### config.mk
export PLATFORM = sky130hd
export DESIGN_NAME = anpt_cell
export DESIGN_NICKNAME = d
export VERILOG_FILES = /design/src/rtl/core/anpt_pkg.sv /design/src/rtl/core/anpt_cell.sv
export SDC_FILE = /design/constraint.sdc
export NUM_CORES = 1
export LEC_CHECK = 0
export ABC_AREA = 1
export BUFFER_PORTS_ARGS = -buffer_cell sky130_fd_sc_hd__buf_2
export CORE_ASPECT_RATIO = 1.2
export CORE_UTILIZATION = 40
export DETAILED_ROUTE_END_ITERATION = 6
export PLACE_DENSITY = 0.59
export SLEW_MARGIN = 15
export SYNTH_ARGS = -nofsm -noshare
export SYNTH_HDL_FRONTEND = slang
export SYNTH_SLANG_ARGS = --single-unit
### constraint.sdc
create_clock -name i_clk -period 3.32 [get_ports i_clk]
set_input_delay 0.83 -clock i_clk [delete_from_list [all_inputs] [get_ports i_clk]]
set_output_delay 0.83 -clock i_clk [all_outputs]
set_load 0.02 [all_outputs]
### src/rtl/core/anpt_pkg.sv
// Package: shared types, constants and CORDIC angle table for the arc projection block.
`timescale 1ns / 1ps
package anpt_pkg;
    localparam int MAX_STAGES = 24;
    localparam int VW = 36;
    localparam int RW = 37;
    localparam logic [63:0] INV_GAIN_Q30 = 64'd652032874;

    typedef enum logic [2:0] {
        REG_CORNER = 3'd0,
        REG_XL     = 3'd1,
        REG_XH     = 3'd2,
        REG_YL     = 3'd3,
        REG_YH     = 3'd4,
        REG_RAD    = 3'd5
    } t_reg_idx;

    typedef struct packed {
        logic signed [VW-1:0] vx;
        logic signed [VW-1:0] vy;
        logic [31:0]          vz;
        logic                 vzero;
        logic signed [RW-1:0] rx;
        logic signed [RW-1:0] ry;
        logic signed [32:0]   rr;
        logic signed [16:0]   cx;
        logic signed [16:0]   cy;
        logic [15:0]          hdg;
        logic                 in_fence;
    } t_cell;

    function automatic logic [31:0] atan_turn(input int i);
        logic [31:0] v;
        case (i)
            0: v = 32'h20000000;  1: v = 32'h12E4051E;  2: v = 32'h09FB385B;
            3: v = 32'h051111D4;  4: v = 32'h028B0D43;  5: v = 32'h0145D7E1;
            6: v = 32'h00A2F61E;  7: v = 32'h00517C55;  8: v = 32'h0028BE53;
            9: v = 32'h00145F2F;  10: v = 32'h000A2F98; 11: v = 32'h000517CC;
            12: v = 32'h00028BE6; 13: v = 32'h000145F3; 14: v = 32'h0000A2FA;
            15: v = 32'h0000517D; 16: v = 32'h000028BE; 17: v = 32'h0000145F;
            18: v = 32'h00000A30; 19: v = 32'h00000518; 20: v = 32'h0000028C;
            21: v = 32'h00000146; 22: v = 32'h000000A3; 23: v = 32'h00000051;
            default: v = 32'h0;
        endcase
        return v;
    endfunction
endpackage

### src/rtl/core/anpt_cell.sv
// One CORDIC cell: a vectoring step and a rotation step side by side, one register stage.
`timescale 1ns / 1ps
module anpt_cell #(
    parameter int SHIFT = 0
) (
    input  logic                i_clk,
    input  logic                i_en,
    input  anpt_pkg::t_cell     i_d,
    output anpt_pkg::t_cell     o_d
);
    logic [31:0] w_at;
    logic signed [anpt_pkg::VW-1:0] w_vxs, w_vys;
    logic signed [anpt_pkg::RW-1:0] w_rxs, w_rys;
    anpt_pkg::t_cell n_d, r_d;
    logic [31:0] w_vz;

    assign w_at  = anpt_pkg::atan_turn(SHIFT);
    assign w_vxs = i_d.vx >>> SHIFT;
    assign w_vys = i_d.vy >>> SHIFT;
    assign w_rxs = i_d.rx >>> SHIFT;
    assign w_rys = i_d.ry >>> SHIFT;

    // rotation steers by the sign of the residual angle rr carried in with the input
    always_comb begin
        n_d = i_d;
        if (!i_d.vy[anpt_pkg::VW-1]) begin
            n_d.vx = i_d.vx + w_vys;
            n_d.vy = i_d.vy - w_vxs;
            w_vz   = i_d.vz + w_at;
        end else begin
            n_d.vx = i_d.vx - w_vys;
            n_d.vy = i_d.vy + w_vxs;
            w_vz   = i_d.vz - w_at;
        end
        n_d.vz = i_d.vzero ? 32'd0 : w_vz;
        if (!i_d.rr[32]) begin
            n_d.rx = i_d.rx - w_rys;
            n_d.ry = i_d.ry + w_rxs;
            n_d.rr = i_d.rr - $signed({1'b0, w_at});
        end else begin
            n_d.rx = i_d.rx + w_rys;
            n_d.ry = i_d.ry - w_rxs;
            n_d.rr = i_d.rr + $signed({1'b0, w_at});
        end
    end

    always_ff @(posedge i_clk) begin
        if (i_en) begin
            r_d <= n_d;
        end
    end
    assign o_d = r_d;
endmodule
==> run_results.csv <==
group,metric,value,unit
die,die_area,60700,um2
power,ir_drop,0.452,mV
yosys,synth_xor_area_share,2.31,%
placement,place_ws,-3.45,ps
yosys,syn_area_per_cell,6.95,um2
routing,route.detailed.drc,0,
yosys,synthMostInstantiatedCell,"nand2_1",
die,dieHeight,270,um
routing,vias_per_cell,5.11,
yosys,yosys.area_share.adder,12.1,%
run,cap_violations,0,
yosys,yosysWarnings,0,
placement,portBuffers,527,
clocking,cts_setup_buffers,0,
die,io_pins,528,
routing,post_drt_wl_per_cell,19.3,um
die,die_w,225,um
placement,placedCellCount,4851,
yosys,synth_top_area_share,32.8,%
critical_path,crit_start,"i_d[207]",
hold_path,hp-class,"in2reg",
routing,route.vias.total,25100,
hold_path,holdPathStages,1,
critical_path,required,3680,ps
critical_path,cp_top_family,"compound AO/OA/AOI/OAI gates",
yosys,synthCells,3437,
grt,track_usage,30.4,%
critical_path,cp_num_buf_inv,3,
sta,worst_slew_pin_slew,910,ps
grt,use_met3,2.81,%
routing,drtIter0Drc,1647,
grt,grt_pass1_vias,24400,
critical_path,critPathSlowestCell,"a21oi_1",
yosys,synth_compound_area_share,12.7,%
yosys,synthFlopType,"edfxtp_1",
yosys,synth_area_leaders,"edfxtp_1 33%, nand2_1 15%, ha_1 11%",
yosys,synth_top_family_by_area,"simple AND/OR/NAND/NOR gates",
clocking,cts_buffer_depth,3,
clocking,cts_tree,"built",
clocking,cts_root_buf,"clkbuf_16",
sta,period_minus_slack,2810,ps
sta,rsz0062_at_grt,"no",
routing,drtAntennaViolNets,0,
routing,dr.pass1.iters,6,
grt,met1_usage,35.4,%
sta,fin_crit_sh,84.5,%
critical_path,startpoint_type,"input port",
layout,nFillCells,6132,
grt,grtUsageMet2,55.6,%
yosys,seq_area_frac_synth,32.8,%
yosys,muxShareOfSynthArea,0.0839,%
critical_path,arrival,3160,ps
critical_path,crit_cells,11,
die,start_util,40.7,%
sta,hold_viol_final,0,
yosys,synth_edf_count,261,
grt,grt_pass1_wl,140000,um
sta,max_freq,356,MHz
sta,finalSetupViolations,0,
placement,gp_congestion,1.01,
layout,stdcell_count,4907,
yosys,synth_largest_area_cell,"edfxtp_1",
placement,place_hpwl,80500,um
layout,drive_gt1_share,19.9,%
yosys,synth-seq-cells,261,
grt,grt_max_degree,71,
layout,final_core_util,50.3,%
yosys,netlist-cell-type-count,47,
routing,drt-total-wl,94800,um
die,core-area,58600,um2
grt,overflow,0,
yosys,synthTopCellsByCount,"972 x nand2_1, 515 x inv_1, 333 x nor2_1",
clocking,cts_max_level,1,
sta,setup_ws,514,ps
yosys,synthesis.nets,3929,
yosys,synthArstFlopShare,0,%
clocking,cts_buffers,29,
sta,relSlewSlack,39.3,%
critical_path,worstSetupPathType,"in2reg",
outcome,status,"finished, final reports clean",
power,powerDensity,418,nW/um2
layout,syn2layout_area_growth,23.5,%
clocking,numClockSinks,261,
yosys,syn_area,23900,um2
clocking,cts_hold_buf,0,
yosys,synth-simple-area-share,29.3,%
grt,top_usage_layer,"met2",
clocking,clk_pin_slew,70,ps
clocking,cts.repair.resized,0,
critical_path,critPathCaptureType,"flop",
grt,antenna_found_initial,1,
critical_path,endpoint,"o_d[208]",
layout,final_nets,4582,
sta,setup_tns,0,ps
power,p_leak,15.2,nW
critical_path,path_cells,"buf_2, inv_1, ha_1, a21oi_1, o21ai_0, a21oi_1, nand2_1, xor2_1, nand2_1, o21ai_0, buf_4",
critical_path,worstPathMaxFanout,7,
critical_path,max_stage_delay,430,ps
sta,slew_viol_final,0,
die,rows,97,
layout,largest_reg_flops,261,
[layer usage]
| metal | vias to the layer above | wire length [um] |
|---|---|---|
| li1 | 12400 | - |
| met3 | 200 | 4880 |
| met4 | 0 | 4850 |
| met2 | 874 | 47800 |
| met1 | 11600 | 37200 |
| met5 | - | 0 |
[metrics by stage]
step                      instance area (um2)  total power [mW]  hold slack (ps)
final                                   29500              12.3              393
after CTS                               29500              12.4              360
after global placement                  28500              8.89             1010
after floorplan                         23900              6.99              929
after detailed placement                28500              8.89             1010
after global routing                    29500              13.0              367
[cell families after synthesis]
kind of cell             count (synthesis)
AND/OR/NAND/NOR                       1703
buffers and inverters                  621
AO/OA/AOI/OAI                          560
flip-flops                             261
adder cells (fa/ha/maj)                227
XOR/XNOR                                63
multiplexers                             2
[report_power, final]
group | leakage (nW) | internal (mW) | total, mW | switching [mW]
clock network | 0.486 | 2.01 | 3.45 | 1.44
logic | 12.1 | 1.52 | 4.64 | 3.12
registers | 2.55 | 4.11 | 4.24 | 0.126
[worst min path at each step]
stage                     startpoint       to  slack, ps
after CTS                    i_d[32]  o_d[32]        360
final                        i_d[13]  o_d[13]        390
after floorplan               i_d[0]   o_d[0]        930
after global placement        i_d[1]   o_d[1]       1010
after detailed placement     i_d[32]  o_d[32]       1010
after global routing         i_d[13]  o_d[13]        370
[final cells by class]
class                      instances  area [um2]  share of cell area [%]
timing repair buffer             718        4160                    14.1
antenna                            2        5.00                  0.0170
inverter                         525        1970                    6.69
sequential                       261        7840                    26.6
multi-input combinational       2555       13500                    45.8
tap                              792         991                    3.36
clock buffer                      32         737                    2.50
clock inverter                    22         272                   0.921
[layout by cell type, fill, tap and decap left out, types with 6 or more instances in the layout]
cell       count
nor2_2        13
nand2_2       11
fa_1           8
clkbuf_16     29
buf_4        185
a21o_1        14
o21bai_1      31
o21a_1         6
o21ai_1       17
nand3_1      309
buf_2        526
edfxtp_1     261
nor3_1        29
buf_12         6
nand4_1       12
o22ai_1       18
or2_2          6
a31oi_1        9
inv_1        515
o21ai_0      186
inv_2         10
a21oi_1      257
nand2_1      972
xor2_1        60
nor2_1       333
ha_1         219
(Power assumes the default switching activity.)
